### src/rtl/knn_pkg.sv
`default_nettype none
// ----------------------------------------------------------------------------
// knn_pkg
// Shared types, sizes and helpers of the k-nearest-neighbor classifier.
// ----------------------------------------------------------------------------
package knn_pkg;

    localparam int MAX_NEIGHBORS = 16;
    localparam int NUM_CLASSES   = 16;

    localparam int CLASS_W = 4;
    localparam int DIST_W  = 31;
    localparam int CFG_W   = 5;
    localparam int IDX_W   = (MAX_NEIGHBORS > 1) ? $clog2(MAX_NEIGHBORS) : 1;
    localparam int CNT_W   = $clog2(MAX_NEIGHBORS + 1);

    localparam int JOB_DEPTH = 2;
    localparam int JOB_PTR_W = $clog2(JOB_DEPTH);

    typedef struct packed {
        logic [CLASS_W-1:0] class_label;
        logic [DIST_W-1:0]  distance_value;
        logic               last_point;
    } t_in_item;

    typedef struct packed {
        logic [CLASS_W-1:0] winning_class;
        logic [4:0]         winning_votes;
        logic [4:0]         neighbors_used;
    } t_out_item;

    // Classes of the kept list, nearest first, and the clipped k.
    typedef struct packed {
        logic [MAX_NEIGHBORS-1:0][CLASS_W-1:0] cls;
        logic [CNT_W-1:0]                      k;
    } t_vote_job;

    typedef struct packed {
        logic full;
        logic empty;
    } t_queue_status;

    function automatic logic [CLASS_W-1:0] sat_label(input logic [CLASS_W-1:0] label);
        logic [CLASS_W-1:0] res;
        res = label;
        if (int'(label) >= NUM_CLASSES) begin
            res = CLASS_W'(NUM_CLASSES - 1);
        end
        return res;
    endfunction

    // k from the register: zero counts as one, large values saturate.
    function automatic logic [CNT_W-1:0] clip_k(input logic [CFG_W-1:0] n);
        logic [CNT_W-1:0] res;
        if (n == '0) begin
            res = CNT_W'(1);
        end else if (int'(n) > MAX_NEIGHBORS) begin
            res = CNT_W'(MAX_NEIGHBORS);
        end else begin
            res = CNT_W'(n);
        end
        return res;
    endfunction

endpackage
`default_nettype wire

### src/rtl/knn_insert.sv
`default_nettype none
// ----------------------------------------------------------------------------
// knn_insert
// Front end: sorted list of the nearest points, one insertion per beat.
// Every slot compares in parallel; on the last point a vote job is issued.
// ----------------------------------------------------------------------------
module knn_insert (
    input  wire logic                      i_clk,
    input  wire logic                      i_rst_n,
    input  wire logic                      i_accept,
    input  wire knn_pkg::t_in_item         i_item,
    input  wire logic [knn_pkg::CFG_W-1:0] i_neighbor_count,
    output logic                           o_job_push,
    output knn_pkg::t_vote_job             o_job
);

    localparam int N = knn_pkg::MAX_NEIGHBORS;

    logic [knn_pkg::DIST_W-1:0]  r_dist [N];
    logic [knn_pkg::CLASS_W-1:0] r_cls  [N];
    logic [knn_pkg::CNT_W-1:0]   r_fill;

    logic [knn_pkg::DIST_W-1:0]  n_dist [N];
    logic [knn_pkg::CLASS_W-1:0] n_cls  [N];
    logic [knn_pkg::CNT_W-1:0]   n_fill;

    logic [N-1:0]                place;
    logic [knn_pkg::CLASS_W-1:0] new_cls;
    logic [knn_pkg::CNT_W-1:0]   fill_inc;
    logic [knn_pkg::CNT_W-1:0]   k_cfg;

    assign new_cls = knn_pkg::sat_label(i_item.class_label);

    // Empty slots act as an infinite distance, so place[] is a thermometer.
    always_comb begin
        for (int i = 0; i < N; i++) begin
            place[i] = (knn_pkg::CNT_W'(i) >= r_fill) || (r_dist[i] > i_item.distance_value);
        end
        for (int i = 0; i < N; i++) begin
            n_dist[i] = r_dist[i];
            n_cls[i]  = r_cls[i];
        end
        if (place[0]) begin
            n_dist[0] = i_item.distance_value;
            n_cls[0]  = new_cls;
        end
        for (int i = 1; i < N; i++) begin
            if (place[i]) begin
                if (!place[i-1]) begin
                    n_dist[i] = i_item.distance_value;
                    n_cls[i]  = new_cls;
                end else begin
                    n_dist[i] = r_dist[i-1];
                    n_cls[i]  = r_cls[i-1];
                end
            end
        end
    end

    assign fill_inc = (r_fill < knn_pkg::CNT_W'(N)) ? r_fill + 1'b1 : r_fill;
    assign n_fill   = i_item.last_point ? '0 : fill_inc;
    assign k_cfg    = knn_pkg::clip_k(i_neighbor_count);

    always_comb begin
        for (int i = 0; i < N; i++) begin
            o_job.cls[i] = n_cls[i];
        end
        o_job.k = (k_cfg < fill_inc) ? k_cfg : fill_inc;
    end

    assign o_job_push = i_accept && i_item.last_point;

    always_ff @(posedge i_clk) begin
        if (!i_rst_n) begin
            r_fill <= '0;
        end else if (i_accept) begin
            r_fill <= n_fill;
        end
    end

    always_ff @(posedge i_clk) begin
        if (i_accept) begin
            for (int i = 0; i < N; i++) begin
                r_dist[i] <= n_dist[i];
                r_cls[i]  <= n_cls[i];
            end
        end
    end

endmodule
`default_nettype wire

### src/rtl/knn_job_fifo.sv
`default_nettype none
// ----------------------------------------------------------------------------
// knn_job_fifo
// Short register queue of vote jobs between the front and back ends.
// ----------------------------------------------------------------------------
module knn_job_fifo (
    input  wire logic               i_clk,
    input  wire logic               i_rst_n,
    input  wire logic               i_push,
    input  wire knn_pkg::t_vote_job i_job,
    input  wire logic               i_pop,
    output knn_pkg::t_vote_job      o_job,
    output knn_pkg::t_queue_status  o_status
);

    localparam int D = knn_pkg::JOB_DEPTH;

    knn_pkg::t_vote_job              r_mem [D];
    logic [knn_pkg::JOB_PTR_W-1:0]   r_wr_ptr;
    logic [knn_pkg::JOB_PTR_W-1:0]   r_rd_ptr;
    logic [knn_pkg::JOB_PTR_W:0]     r_count;

    logic do_push;
    logic do_pop;

    assign o_status.full  = (r_count == (knn_pkg::JOB_PTR_W+1)'(D));
    assign o_status.empty = (r_count == '0);
    assign do_push = i_push && !o_status.full;
    assign do_pop  = i_pop && !o_status.empty;
    assign o_job   = r_mem[r_rd_ptr];

    always_ff @(posedge i_clk) begin
        if (!i_rst_n) begin
            r_wr_ptr <= '0;
            r_rd_ptr <= '0;
            r_count  <= '0;
        end else begin
            if (do_push) begin
                r_wr_ptr <= r_wr_ptr + 1'b1;
            end
            if (do_pop) begin
                r_rd_ptr <= r_rd_ptr + 1'b1;
            end
            if (do_push && !do_pop) begin
                r_count <= r_count + 1'b1;
            end else if (do_pop && !do_push) begin
                r_count <= r_count - 1'b1;
            end
        end
    end

    always_ff @(posedge i_clk) begin
        if (do_push) begin
            r_mem[r_wr_ptr] <= i_job;
        end
    end

endmodule
`default_nettype wire

### src/rtl/knn_vote.sv
`default_nettype none
// ----------------------------------------------------------------------------
// knn_vote
// Back end: tallies one neighbor per cycle and tracks the leading class,
// then parks the result in the output register.
// ----------------------------------------------------------------------------
module knn_vote (
    input  wire logic                  i_clk,
    input  wire logic                  i_rst_n,
    input  wire knn_pkg::t_vote_job    i_job,
    input  wire knn_pkg::t_queue_status i_job_status,
    output logic                       o_job_pop,
    input  wire logic                  i_pop,
    output logic                       o_empty,
    output knn_pkg::t_out_item         o_result
);

    localparam logic [1:0] ST_IDLE  = 2'd0;
    localparam logic [1:0] ST_COUNT = 2'd1;
    localparam logic [1:0] ST_DONE  = 2'd2;

    logic [1:0]                  r_state;
    knn_pkg::t_vote_job          r_job;
    logic [knn_pkg::CNT_W-1:0]   r_idx;
    logic [knn_pkg::CNT_W-1:0]   r_votes [knn_pkg::NUM_CLASSES];
    logic [knn_pkg::CLASS_W-1:0] r_best_class;
    logic [knn_pkg::CNT_W-1:0]   r_best_votes;
    logic                        r_out_valid;
    knn_pkg::t_out_item          r_out;

    logic [knn_pkg::CLASS_W-1:0] cur_cls;
    logic [knn_pkg::CNT_W-1:0]   cur_votes;
    logic                        take_lead;
    logic                        out_free;

    assign cur_cls   = r_job.cls[r_idx[knn_pkg::IDX_W-1:0]];
    assign cur_votes = r_votes[cur_cls] + 1'b1;
    // Counts only grow, so a lower class reaching the lead value takes over.
    assign take_lead = (cur_votes > r_best_votes) ||
                       ((cur_votes == r_best_votes) && (cur_cls < r_best_class));
    assign out_free  = !r_out_valid || i_pop;
    assign o_job_pop = (r_state == ST_IDLE) && !i_job_status.empty;
    assign o_empty   = !r_out_valid;
    assign o_result  = r_out;

    always_ff @(posedge i_clk) begin
        if (!i_rst_n) begin
            r_state     <= ST_IDLE;
            r_out_valid <= 1'b0;
        end else begin
            case (r_state)
                ST_IDLE: begin
                    if (!i_job_status.empty) begin
                        r_state <= ST_COUNT;
                    end
                end
                ST_COUNT: begin
                    if (r_idx + 1'b1 == r_job.k) begin
                        r_state <= ST_DONE;
                    end
                end
                ST_DONE: begin
                    if (out_free) begin
                        r_state <= ST_IDLE;
                    end
                end
                default: begin
                    r_state <= ST_IDLE;
                end
            endcase
            if ((r_state == ST_DONE) && out_free) begin
                r_out_valid <= 1'b1;
            end else if (i_pop) begin
                r_out_valid <= 1'b0;
            end
        end
    end

    always_ff @(posedge i_clk) begin
        if (r_state == ST_IDLE) begin
            r_job        <= i_job;
            r_idx        <= '0;
            r_best_class <= '0;
            r_best_votes <= '0;
            for (int i = 0; i < knn_pkg::NUM_CLASSES; i++) begin
                r_votes[i] <= '0;
            end
        end else if (r_state == ST_COUNT) begin
            r_idx            <= r_idx + 1'b1;
            r_votes[cur_cls] <= cur_votes;
            if (take_lead) begin
                r_best_class <= cur_cls;
                r_best_votes <= cur_votes;
            end
        end
        if ((r_state == ST_DONE) && out_free) begin
            r_out.winning_class  <= r_best_class;
            r_out.winning_votes  <= 5'(r_best_votes);
            r_out.neighbors_used <= 5'(r_job.k);
        end
    end

endmodule
`default_nettype wire

### src/rtl/knn_majority_classifier.sv
`default_nettype none
// ----------------------------------------------------------------------------
// knn_majority_classifier
// k-nearest-neighbor majority vote over a stream of labelled distances.
// ----------------------------------------------------------------------------
// Throughput: one training point per cycle; full stalls only while two vote
//   jobs wait, since the back end counts one query at a time.
// Result path: job queue, back end count and done states, output register.
// Reset: clears the fill count, job queue and result valid flag, sets k to 1;
//   the kept neighbor slots are not cleared.
module knn_majority_classifier (
    input  wire logic                      i_clk,
    input  wire logic                      i_rst_n,
    input  wire logic                      push,
    output logic                           full,
    input  wire knn_pkg::t_in_item         i_item,
    input  wire logic                      pop,
    output logic                           empty,
    output knn_pkg::t_out_item             o_result,
    input  wire logic                      i_cfg_valid,
    output logic                           o_cfg_ready,
    input  wire logic [knn_pkg::CFG_W-1:0] i_cfg_data
);

    logic [knn_pkg::CFG_W-1:0] r_neighbor_count;
    logic                      accept;
    logic                      job_push;
    logic                      job_pop;
    knn_pkg::t_vote_job        job_in;
    knn_pkg::t_vote_job        job_out;
    knn_pkg::t_queue_status    job_status;

    assign o_cfg_ready = 1'b1;
    assign full        = job_status.full;
    assign accept      = push && !full;

    always_ff @(posedge i_clk) begin
        if (!i_rst_n) begin
            r_neighbor_count <= knn_pkg::CFG_W'(1);
        end else if (i_cfg_valid && o_cfg_ready) begin
            r_neighbor_count <= i_cfg_data;
        end
    end

    knn_insert u_insert (
        .i_clk           (i_clk),
        .i_rst_n         (i_rst_n),
        .i_accept        (accept),
        .i_item          (i_item),
        .i_neighbor_count(r_neighbor_count),
        .o_job_push      (job_push),
        .o_job           (job_in)
    );

    knn_job_fifo u_job_fifo (
        .i_clk   (i_clk),
        .i_rst_n (i_rst_n),
        .i_push  (job_push),
        .i_job   (job_in),
        .i_pop   (job_pop),
        .o_job   (job_out),
        .o_status(job_status)
    );

    knn_vote u_vote (
        .i_clk       (i_clk),
        .i_rst_n     (i_rst_n),
        .i_job       (job_out),
        .i_job_status(job_status),
        .o_job_pop   (job_pop),
        .i_pop       (pop),
        .o_empty     (empty),
        .o_result    (o_result)
    );

endmodule
`default_nettype wire

### config.mk
export PLATFORM = sky130hd
export DESIGN_NAME = knn_majority_classifier
export DESIGN_NICKNAME = d
export VERILOG_FILES = /design/src/rtl/knn_pkg.sv /design/src/rtl/knn_insert.sv /design/src/rtl/knn_job_fifo.sv /design/src/rtl/knn_vote.sv /design/src/rtl/knn_majority_classifier.sv
export SDC_FILE = /design/constraint.sdc
export NUM_CORES = 2
export LEC_CHECK = 0
export CELL_PAD_IN_SITES_DETAIL_PLACEMENT = 1
export CELL_PAD_IN_SITES_GLOBAL_PLACEMENT = 1
export CORE_ASPECT_RATIO = 1.4
export CORE_MARGIN = 3
export CORE_UTILIZATION = 54
export CTS_CLUSTER_DIAMETER = 80
export CTS_CLUSTER_SIZE = 16
export DETAILED_ROUTE_END_ITERATION = 16
export DONT_BUFFER_PORTS = 1
export PLACE_DENSITY_LB_ADDON = 0.05
export SLEW_MARGIN = 10
export SYNTH_ARGS = -nofsm -noshare
export SYNTH_HDL_FRONTEND = slang
export SYNTH_HIERARCHICAL = 1
export SYNTH_SLANG_ARGS = --single-unit
### constraint.sdc
create_clock -name i_clk -period 9.7 [get_ports i_clk]
set_input_delay 1.455 -clock i_clk [delete_from_list [all_inputs] [get_ports i_clk]]
set_output_delay 1.455 -clock i_clk [all_outputs]
set_load 0.01 [all_outputs]
==> run metrics <==
synthesis-to-finish area growth=6.24%; antenna-violating nets left=0; first-pass GRT wire length=between 200 and 250 mm; Fillers=8683; Tmin final=6720 ps; Logic pwr share=between 30% and 40%; Internal=between 8 and 9 mW; Sink Count=893; drt drc=0; sequential share of power=49.1%; total power draw=12.6 mW; CTS H-tree lvls=2; initial antenna violation count=1; clock share of power=19.8%; Worst-path clk slew=80 ps; Hold WC Path Type=flop to flop; wire length per cell=~26 um; CTS Root Cell=clkbuf_16; largest net degree at the start of global routing=77; CP max-delay cell=a22oi_2; fin crit share=69.3%; CP max FO=24; fin util=about 58%; final hold violation count=0; worst slew pin tran=1180 ps; post-synthesis net count=between 4000 and 5000; ys async rst share=0%; Yosys Warn Count=6; RSZ-0062 raised after global routing=false; Worst-Skew Late Latency=~680 ps; Psw=around 4.3 mW; placer congestion estimate=0.897; # Max-Cap Violations=0; WP data arrival=~7300 ps; clk buf depth=3; CP Class=flop to flop; initial drt markers=1762; Setup TNS Final=0 ps; Post-CTS Hold Buffers=0; wirelength, routed=131 mm; largest cells by area after synthesis=edfxtp_1 (53%), ha_1 (13%), mux2_2 (9.8%), o21ai_0 (2.6%), nand2_1 (2.6%); Pwr per Cell Area=between 200 and 250 nW/um2; postcts setup bufs=0; Layout Nets=4308; share of cells above drive strength 1=17.1%; die footprint=around 94000 um2; GRT Overall Usage=27.7%; CTS tree=done; Synth top area share=53.0%; met2 Track Usage GR=a little over half; Global Route met3 Usage=2.55%; Worst slew margin=between 20% and 30%; ordered cell list for the critical path=mux4_2, a22oi_2, a21oi_1, o22ai_1, a21oi_1, nor4_4, ha_1, nand3_1, xor2_2, inv_1, ha_1, and3_1, nand3_1, a21boi_0, inv_1, a21oi_2, o21ai_0, a211oi_1; vias in the first global route=34590; Most Used Layer, Global Route=met2; Port-buffer cells=0; synth cell count leaders=edfxtp_1 (861), ha_1 (515), mux2_2 (423); Vias/cell=between 6 and 7; Final setup viols=0; Yosys top cell by area=edfxtp_1; I/O pins=63; core area=88900 um2; TritonCTS buffer count=61; CP max stage delay=960 ps; met1 Resource Use GR=30.2%; #FFs+latches synth=893; Peak VDD IR=between 0.15 and 0.2 mV; Leak=19.2 nW; average size of a mapped cell=12.9 um2; die width=260 um; drt pass-1 iters=5; Rows=129; Post-synth EDFFs=about 860; Post-synth top flop=edfxtp_1; Die Y=362 um; Yosys cell types=95; area of the multi-input gates=21300 um2; GRT overflow=0; Net Sw Frac=between 30% and 40%; final slew viol count=0; Vias=about 31000; post-synthesis cell count=3788; maximum clock frequency=approximately 150 MHz; CP Capture Type=flop; Fin Clk Skew=28.7 ps; critical path launch point type=flop; Sequential Area=approximately 26000 um2; register area share after synthesis=54.3%; Initial Utilization=approximately 55%; most common cell in the netlist=edfxtp_1; DP Wirelength=roughly 100 mm; WP data required=~10000 ps; synthesized area=48800 um2; post-CTS sizing=0; outcome=complete, no violations
## logic make-up (layout without fill, tap and decap cells)
| family | after synthesis | after routing | synth area share (%) |
|---|---|---|---|
| compound gates | 704 | 704 | 8.67 |
| xor+xnor | 13 | 13 | 0.264 |
| fa+ha+maj | 515 | 515 | 13.2 |
| buf+inv | 260 | 249 | 2.47 |
| flops | 893 | 893 | 54.3 |
| mux | 526 | 526 | 12.4 |
| other cells | 1 | 3 | 0.00769 |
| simple gates | 876 | 876 | 8.67 |
## state kept, by name, indices dropped and copies added, names as in the netlist, named ones only
signal               flops
u_insert/r_fill          5
u_job_fifo/r_count       2
u_vote/r_best_class      4
r_neighbor_count         5
u_insert/r_dist        496
u_insert/r_cls          64
u_vote/r_votes          80
u_vote/r_idx             5
u_job_fifo/r_mem       138
u_vote/r_job            69
u_vote/r_best_votes      5
u_vote/r_state           2
u_vote/r_out_valid       1
u_vote/o_result         14
u_job_fifo/r_wr_ptr      1
u_job_fifo/r_rd_ptr      1
## worst max-delay path: cells and delay by family (launching register included)
family | cells | cell delay (ps)
compound gates | 8 | 2850
simple gates | 4 | 830
xor+xnor | 1 | 780
flops | 1 | 680
fa+ha+maj | 2 | 620
mux | 1 | 610
buf+inv | 2 | 200
## metrics by stage
step                      hold slack, ps  area, um2  cells  setup WS [ps]
final                                474      51800   4958           2980
after global routing                 489      51800   4956           2330
after CTS                            473      51800   4956           2650
after detailed placement             459      50000   4863           2710
after global placement               459      50000   4863           3070
after floorplan                      425      48800   3788           1560
## worst paths after layout
| path | to | from | cells after the start | slack, ps |
|---|---|---|---|---|
| setup reg to reg | u_vote/r_best_votes[3]$_SDFFE_PP0P_ | u_vote/r_idx[2]$_SDFFE_PP0P_ | 18 | 2980 |
| hold / removal | u_vote/o_result[5]$_DFFE_PP_ | u_vote/r_best_votes[0]$_SDFFE_PP0P_ | 0 | 470 |
| setup / recovery | u_vote/r_best_votes[3]$_SDFFE_PP0P_ | u_vote/r_idx[2]$_SDFFE_PP0P_ | 18 | 2980 |
| hold reg to reg | u_vote/o_result[5]$_DFFE_PP_ | u_vote/r_best_votes[0]$_SDFFE_PP0P_ | 0 | 470 |
## power by group through the flow
stage	Sequential [mW]	Combinational, mW	Clock, mW
3_3_place_gp	6.20	3.60	0
5_1_grt	6.25	4.36	2.70
4_1_cts	6.17	3.91	2.57
6_report	6.17	3.91	2.49
3_5_place_dp	6.25	3.87	0
2_1_floorplan	5.99	2.83	0
## layout make-up
class / count / share of cell area, %
diodes: 2 / 0.00966
clock buffers: 90 / 3.18
flip-flops and latches: 893 / 51.2
multi-input cells: 2635 / 41.0
clock inverters: 3 / 0.174
repair buffers: 64 / 0.928
inverters: 92 / 0.672
well taps: 1179 / 2.85
## layer usage
layer | vias to the layer above | routed length [um]
met5 | - | 0
met4 | 0 | 5550
met3 | 295 | 3270
met2 | 607 | 73200
met1 | 15918 | 49300
li1 | 14470 | -
## cells in the final DEF, fill, tap and decap left out, drive strengths merged, types with 13 or more instances in the layout
master and count:
nand2 333, mux2 437, nand2b 14, a21boi 16, nand3b 15, ha 515, buf 64, o21ai 269
inv 92, o211ai 13, nand3 92, dfxtp 32, nor2b 17, a21o 28, a211oi 39, clkbuf 90
nor3 51, nand4 110, nor2 172, a21oi 227, edfxtp 861, nor4 19, mux4 14, and2 18
mux2i 75
Power figures use the tool's default switching activity.
